<file path="config.mk">
export PLATFORM = sky130hd
export DESIGN_NAME = tbh_ctrl
export DESIGN_NICKNAME = d
export VERILOG_FILES = /design/src/hw/rtl/tbh_pkg.sv /design/src/hw/rtl/tbh_ctrl.sv
export SDC_FILE = /design/constraint.sdc
export NUM_CORES = 1
export LEC_CHECK = 0
export BUFFER_PORTS_ARGS = -buffer_cell sky130_fd_sc_hd__buf_2
export CORE_AREA = 4 4 41 43
export CTS_CLUSTER_DIAMETER = 30
export DETAILED_ROUTE_END_ITERATION = 6
export DIE_AREA = 0 0 45 47
export PLACE_DENSITY = 0.68
export RECOVER_POWER = 50
export SLEW_MARGIN = 5
export SYNTH_ARGS = -nofsm -noshare
export SYNTH_HDL_FRONTEND = slang
export SYNTH_SLANG_ARGS = --single-unit
</file>
<file path="constraint.sdc">
create_clock -name clk_i -period 1.39 [get_ports clk_i]
set_clock_uncertainty 0.05 [all_clocks]
set_input_delay 0 -clock clk_i [delete_from_list [all_inputs] [get_ports clk_i]]
set_output_delay 0 -clock clk_i [all_outputs]
set_load 0.05 [all_outputs]
</file>
<file path="src/hw/rtl/tbh_pkg.sv">
// Package for the table byte hash: widths, register indexes, FSM states, command types.
package tbh_pkg;

  localparam int unsigned HashW   = 32;
  localparam int unsigned ByteW   = 8;
  localparam int unsigned TblDepth = 256;
  localparam int unsigned TblAw   = $clog2(TblDepth);
  localparam int unsigned CfgIdxW = 3;
  localparam int unsigned CfgW    = 32;

  // Configuration register indexes
  localparam logic [CfgIdxW-1:0] RegSeedOne   = 3'd0;
  localparam logic [CfgIdxW-1:0] RegSeedTwo   = 3'd1;
  localparam logic [CfgIdxW-1:0] RegSeedThree = 3'd2;
  localparam logic [CfgIdxW-1:0] RegSeedFour  = 3'd3;
  localparam logic [CfgIdxW-1:0] RegHashSeed  = 3'd4;

  // Opcodes
  localparam logic OpBuild = 1'b0;
  localparam logic OpHash  = 1'b1;

  typedef enum logic [1:0] {
    ST_IDLE,
    ST_HASH,
    ST_BUILD
  } tbh_state_e;

  typedef logic [3:0][HashW-1:0] gen_words_t;

  // Controller to datapath
  typedef struct packed {
    logic             take_hash;  // hash request accepted: read table, latch flags
    logic             load_gen;   // build request accepted: seed the generators
    logic             step_gen;   // advance generators and write one table entry
    logic [TblAw-1:0] tbl_waddr;
    logic             fold;       // table word is ready: fold it into the hash
  } tbh_cmd_t;

  // Datapath to controller
  typedef struct packed {
    logic out_block;  // fold would emit while the result slot is still occupied
  } tbh_status_t;

  // One combined LFSR113 step over all four generator words
  function automatic gen_words_t lfsr113_step(input gen_words_t g);
    gen_words_t  r;
    logic [31:0] fb;
    fb   = ((g[0] << 6) ^ g[0]) >> 13;
    r[0] = ((g[0] & 32'hFFFF_FFFE) << 18) ^ fb;
    fb   = ((g[1] << 2) ^ g[1]) >> 27;
    r[1] = ((g[1] & 32'hFFFF_FFF8) << 2) ^ fb;
    fb   = ((g[2] << 13) ^ g[2]) >> 21;
    r[2] = ((g[2] & 32'hFFFF_FFF0) << 7) ^ fb;
    fb   = ((g[3] << 3) ^ g[3]) >> 12;
    r[3] = ((g[3] & 32'hFFFF_FF80) << 13) ^ fb;
    return r;
  endfunction

endpackage

</file>
<file path="src/hw/rtl/tbh_ctrl.sv">
// Controller FSM for the table byte hash: sequences hash folds and table builds.
module tbh_ctrl
  import tbh_pkg::*;
(
  input  logic        clk_i,
  input  logic        rst_ni,
  input  logic        in_valid_i,
  input  logic        in_opcode_i,
  output logic        in_ready_o,
  input  tbh_status_t status_i,
  output tbh_cmd_t    cmd_o
);

  tbh_state_e       state_q, state_d;
  logic [TblAw-1:0] step_q, step_d;
  logic             accept;

  assign accept = in_valid_i && in_ready_o;

  always_ff @(posedge clk_i or negedge rst_ni) begin
    if (!rst_ni) begin
      state_q <= ST_IDLE;
      step_q  <= '0;
    end else begin
      state_q <= state_d;
      step_q  <= step_d;
    end
  end

  always_comb begin
    state_d         = state_q;
    step_d          = step_q;
    in_ready_o      = 1'b0;
    cmd_o           = '0;
    cmd_o.tbl_waddr = step_q;
    unique case (state_q)
      ST_IDLE: begin
        in_ready_o = 1'b1;
        if (in_valid_i) begin
          if (in_opcode_i == OpHash) begin
            cmd_o.take_hash = 1'b1;
            state_d         = ST_HASH;
          end else begin
            cmd_o.load_gen = 1'b1;
            step_d         = '0;
            state_d        = ST_BUILD;
          end
        end
      end
      ST_HASH: begin
        if (!status_i.out_block) begin
          cmd_o.fold = 1'b1;
          state_d    = ST_IDLE;
        end
      end
      ST_BUILD: begin
        cmd_o.step_gen = 1'b1;
        step_d         = step_q + 1'b1;
        if (step_q == TblAw'(TblDepth - 1)) begin
          state_d = ST_IDLE;
        end
      end
      default: state_d = ST_IDLE;
    endcase
  end

  // A build request starts the sweep at entry zero
  a_build_start: assert property (@(posedge clk_i) disable iff (!rst_ni)
    accept && (in_opcode_i == OpBuild) |=> (state_q == ST_BUILD) && (step_q == '0))
    else $error("build did not start at entry zero");

  // The sweep walks entries in order without gaps
  a_build_walk: assert property (@(posedge clk_i) disable iff (!rst_ni)
    (state_q == ST_BUILD) && (step_q != TblAw'(TblDepth - 1))
      |=> (state_q == ST_BUILD) && (step_q == $past(step_q) + 1'b1))
    else $error("build sweep skipped or stopped early");

  // A hash request always reaches the fold state
  a_hash_next: assert property (@(posedge clk_i) disable iff (!rst_ni)
    accept && (in_opcode_i == OpHash) |=> (state_q == ST_HASH))
    else $error("hash request lost");

  // Never fold while the result slot would be overwritten
  a_no_clobber: assert property (@(posedge clk_i) disable iff (!rst_ni)
    cmd_o.fold |-> !status_i.out_block)
    else $error("fold issued against a blocked result slot");

endmodule

</file>
== After elaboration in Yosys (flattened, before gate mapping) ==
Cells that the tools add are included.
Storage, ports and cells
  output and inout port bits: 13
  bits of input ports: 5
  word-level logic and storage cells: 30
  register bits: 10
Cells by class
  mux-type cells: 16
  add/sub/neg operators: 1
  eq/ne operators: 7
  reduce and logical (&&, ||, !) cells: 4
Operators with widths (number)
  8-bit 2-to-1 mux: 2
  8-bit case mux with 2 select lines: 1
  2-bit 2-to-1 mux: 6
  8-bit by 1-bit adder with 8-bit output (second input constant): 1
  8-bit equality test (second input constant): 1
  2-bit inequality test (second input constant): 4
  1-bit 2-to-1 mux: 6
  2-bit case mux with 3 select lines: 1
  3-bit AND reduction: 2
  2-bit by 1-bit equality test with 1-bit output (second input constant): 1
  2-bit equality test (second input constant): 1
  2-bit zero test: 1
  2-bit nonzero test: 1

== Logic depth before layout (Yosys ltp) ==
  depth in word-level cells: 3
  mapped depth: 5
  depth with buffers taken out: 5

== Worst setup path after synthesis ==
Ideal clock, no wire load.
  path kind: reg2reg
  start point: register state_q[1]
  end point: register step_q[2]
  data arrival time: 1.803 ns
  clock period less this slack: 2.003 ns
  path buffers: 1
  setup time: 0.150 ns
  setup slack: -0.613 ns
  cell stages (with the launch flop): 6
  data required time: 1.190 ns
  path through: dfrtp_1 > buf_2 > nor2_2 > nand2_1 > nor2_2 > nor2_1
On the way
  word-level cells in the longest chain between the ends: 3
  elaborated cells between the ends (all ways): 7
  classes of those cells: eq/ne (3); mux (1); reduce/logical (3)
Ends and longest elaborated chain
  start, declared: RTL line tbh_ctrl.sv:14  | tbh_state_e state_q, state_d;
  start signal, assigned: RTL line tbh_ctrl.sv:25  | state_q <= state_d;
  2-bit equality test or 2-bit zero test (tied branches): RTL line tbh_ctrl.sv:36  | unique case (state_q)
  2-bit nonzero test (no line) or 2-bit inequality test (tied branches)
  3-bit AND reduction (no line)
  end signal, assigned: RTL line tbh_ctrl.sv:26  | step_q <= step_d;
  end, declared: RTL line tbh_ctrl.sv:15  | logic [TblAw-1:0] step_q, step_d;
Several ways; a longest one is shown, not always the timed one.
A chain may end at the register's enable or synchronous reset.

==> impl_results.rst <==
.. list-table::
   :header-rows: 1

   * - Metric
     - Value
   * - Class of the tightest hold or removal check
     - in2reg
   * - Leading register cell type out of synthesis
     - sky130_fd_sc_hd__dfrtp_1
   * - Placer's final routability congestion estimate
     - 0.752
   * - Die height
     - 47 um
   * - Leading area contributor after synthesis
     - sky130_fd_sc_hd__dfrtp_1
   * - Number of CTS-inserted buffers
     - 3
   * - Final period utilization
     - 0.972
   * - Post-synthesis simple-gate area fraction
     - 0.245
   * - Avg WL per Cell
     - 15.8 um
   * - IO Pins
     - 18
   * - Total clock sinks
     - 10
   * - H-tree levels
     - 1
   * - # nets final
     - 84
   * - Distinct cells, synth
     - 27
   * - Async S/R FF share, synth
     - 1.00
   * - Drt initial violations
     - 22
   * - Core Util, Final
     - 0.604
   * - Area delta synth->final
     - 47.8%
   * - Mean Syn Cell Area
     - 10.4 um2
   * - Non-filler cells in the finished layout
     - 92
   * - DR vias/cell
     - 5.60
   * - Start of the worst register-to-register path
     - step_q[0]
   * - DRT Wirelength
     - 1450 um
   * - Standard cell area after detailed placement
     - 672 um2
   * - Final-report hold violation count
     - 1
   * - Die ar.
     - 0.00212 mm2
   * - Clk slew on worst S/H paths
     - 0.08 ns
   * - Compound-gate portion of the synthesized area
     - 0.158
   * - Sequential share of the synthesized area
     - 0.471
   * - Crit path cell chain
     - buf_6 -> nor2_4 -> nand2_2 -> nor2_4 -> buf_8
   * - Time the worst path needs with I/O delays and setup
     - 1.35 ns
   * - CP max stage delay
     - 0.41 ns
   * - Port Buffers
     - 17
   * - P per Cell Area
     - 2290 mW/mm2
   * - Maximum fanout along the worst path
     - 4
   * - Number of flops mapped to enable cells by yosys
     - 0
   * - Pin count of the biggest net entering global routing
     - 12
   * - Clock tree root buffer cell
     - sky130_fd_sc_hd__clkbuf_4
   * - Number of rows created at floorplan
     - 13
   * - Fraction of layout instances using a drive strength above 1
     - 0.494
   * - Synthesized instance count
     - 51
   * - Diode insertion count for antenna repair
     - 0
   * - Worst hold start
     - in_valid_i
   * - Area share of the largest cell type after synthesis
     - 0.471
   * - Actual slew at the worst max-slew pin
     - 0.595 ns
   * - Die width
     - 45 um
   * - Worst EP arrival
     - 1.30 ns
   * - Dominant combinational cell family by area after synthesis
     - simple AND/OR/NAND/NOR gates
   * - Number of cell instances on the worst register-to-register path
     - 5
   * - Wire length of the first global-routing pass
     - 2120 um
   * - Clock tree from TritonCTS
     - built
   * - Worst-Skew Late Latency
     - 0.28 ns
   * - Portion of netlist area occupied by mux cells
     - 0.0212
   * - Congestion Overflow GR
     - 0
   * - Xor/xnor cell area share of the yosys netlist
     - 0.0659
   * - Global-route total usage across every layer
     - 0.148
   * - First-pass iteration count of the detailed router
     - 4
   * - Post-route ant nets
     - 0
   * - Synthesis-stage register bit count
     - 10
   * - Most common cell in the netlist
     - sky130_fd_sc_hd__dfrtp_1
   * - Max-slew headroom at the worst pin
     - 0.605
   * - Residual DRC count
     - 0
   * - Leak Pwr
     - 0.366 nW
   * - Kind of capture point of the worst setup path
     - primary output
   * - Via count
     - 515
   * - Max-cap check violation count
     - 0
   * - Violations in the final reports
     - negative hold slack
   * - Hold slack final
     - -0.00494 ns
   * - WHS Endpoint
     - state_q[0]
   * - Cells after DPL
     - 83
   * - Most numerous cell types in the synthesized netlist
     - sky130_fd_sc_hd__dfrtp_1, sky130_fd_sc_hd__nand2_1, sky130_fd_sc_hd__nor2_1, sky130_fd_sc_hd__xor2_1, sky130_fd_sc_hd__and3_1
   * - Highest achievable clock rate
     - 740 MHz
   * - Non-Filler Cell Area, Final
     - 786 um2
   * - Largest vdd supply drop
     - 1240 uV
   * - Register-to-register path setup slack
     - 0.05 ns
   * - Reg-to-reg endpoint
     - state_q[1]
   * - Crit-path slowest cell
     - sky130_fd_sc_hd__dfrtp_1
   * - RSZ-0062 raised after global routing
     - yes
   * - Final slew viol count
     - 0
   * - Top post-synthesis cells by area
     - sky130_fd_sc_hd__dfrtp_1, sky130_fd_sc_hd__xor2_1, sky130_fd_sc_hd__and3_1
   * - Sum of net half-perimeters after detailed placement
     - 954 um
   * - Number of nets in the synthesized netlist
     - 57
   * - Setup TNS
     - 0 ns
   * - Cells on Worst Hold Path
     - 3
   * - Final setup violation count
     - 0
   * - Number of warning messages in the yosys log
     - 0
   * - Initial antenna violation count
     - 0
   * - Outcome
     - finished, violations left
   * - Longest Clk Path Bufs
     - 2
   * - Kind of start point of the critical path
     - register
   * - Via count of the first global-routing pass
     - 497
   * - Kind of critical path
     - reg2out
   * - Adder and majority gate portion of the synthesized area
     - 0.0235
   * - Initial standard-cell utilization of the core
     - 0.409
   * - Core region area
     - 0.00130 mm2
   * - Required arrival time at the worst endpoint
     - 1.34 ns
   * - Post-synthesis cell area
     - 532 um2
   * - Cell occurring most often along the worst timing path
     - sky130_fd_sc_hd__nor2_4
-- power breakdown --
part / switching (mW) / internal, mW
logic: 0.647 / 0.335
clock network: 0.116 / 0.159
registers: 0.150 / 0.392
-- layer usage --
layer	part of all wire	up-vias	global-route usage
met1	0.42	250	0.178
met3	0.069	5	0.0460
met4	0.019	0	0.0877
li1	-	241	-
met5	0	-	0
met2	0.50	19	0.232
-- placed cells by master, fill, tap and decap left out, types with 2 or more instances in the layout --
| cell type | instances |
|---|---|
| sky130_fd_sc_hd__and3_4 | 2 |
| sky130_fd_sc_hd__o211ai_1 | 2 |
| sky130_fd_sc_hd__nor2_4 | 2 |
| sky130_fd_sc_hd__dlygate4sd3_1 | 2 |
| sky130_fd_sc_hd__dfrtp_2 | 4 |
| sky130_fd_sc_hd__buf_2 | 10 |
| sky130_fd_sc_hd__buf_4 | 6 |
| sky130_fd_sc_hd__nor2_1 | 4 |
| sky130_fd_sc_hd__clkbuf_4 | 3 |
| sky130_fd_sc_hd__nand2_1 | 3 |
| sky130_fd_sc_hd__xor2_1 | 4 |
| sky130_fd_sc_hd__dfrtp_1 | 6 |
| sky130_fd_sc_hd__nand3_1 | 2 |
| sky130_fd_sc_hd__clkbuf_1 | 3 |
-- per-stage QoR --
step / setup slack, ns / power (mW) / hold slack (ns)
3_3_place_gp: 0.0502 / 1.41 / -0.176
4_1_cts: 0.0203 / 1.73 / 0.00945
5_1_grt: -0.0179 / 1.90 / 0.0296
6_report: 0.0383 / 1.80 / -0.00494
3_5_place_dp: 0.0438 / 1.41 / -0.174
2_1_floorplan: -0.168 / 1.23 / -0.346
-- cells by family (layout without fill, tap and decap cells) --
family | count (synthesis) | after routing
AND/OR/NAND/NOR | 22 | 22
flip-flops | 10 | 10
AO/OA/AOI/OAI | 11 | 11
XOR/XNOR | 4 | 4
adder cells (fa/ha/maj) | 1 | 1
buffers and inverters | 2 | 28
multiplexers | 1 | 1
-- registers in the layout, indices dropped and copies added, names as in the netlist --
register / flops
step_q: 8
state_q: 2
-- repair_timing --
action                                  CTS  global route
endpoints found under the setup margin    4             5
hold buffers                              2             0
endpoints found under the hold margin    11             0
buffers inserted                          1             2
resized for setup                         6             5
pin swaps                                 1             4
-- final cells by class --
| class | instances | area, um2 |
|---|---|---|
| clock buffers | 4 | 36.3 |
| fillers | 118 | 515 |
| inverters | 1 | 3.75 |
| multi-input cells | 39 | 319 |
| flip-flops and latches | 10 | 255 |
| well taps | 15 | 18.8 |
| repair buffers | 23 | 153 |
-- how the worst max path moves through the flow --
stage	start	to	slack, ns	cells after the start
after CTS	state_q[0]	cmd_o[11]	0.02	4
after global placement	step_q[0]	state_q[1]	0.05	5
final	state_q[0]	cmd_o[10]	0.04	5
after detailed placement	step_q[0]	state_q[1]	0.04	5
after floorplan	state_q[1]	step_q[2]	-0.17	5
after global routing	step_q[0]	state_q[1]	-0.02	5
-- worst max-delay path: cells and delay by family, from the launching register on --
family                 cells  cell delay [ns]
flip-flops                 1             0.41
AND/OR/NAND/NOR            3             0.32
buffers and inverters      2             0.29
Note: power is estimated with default switching activity, not from simulation.
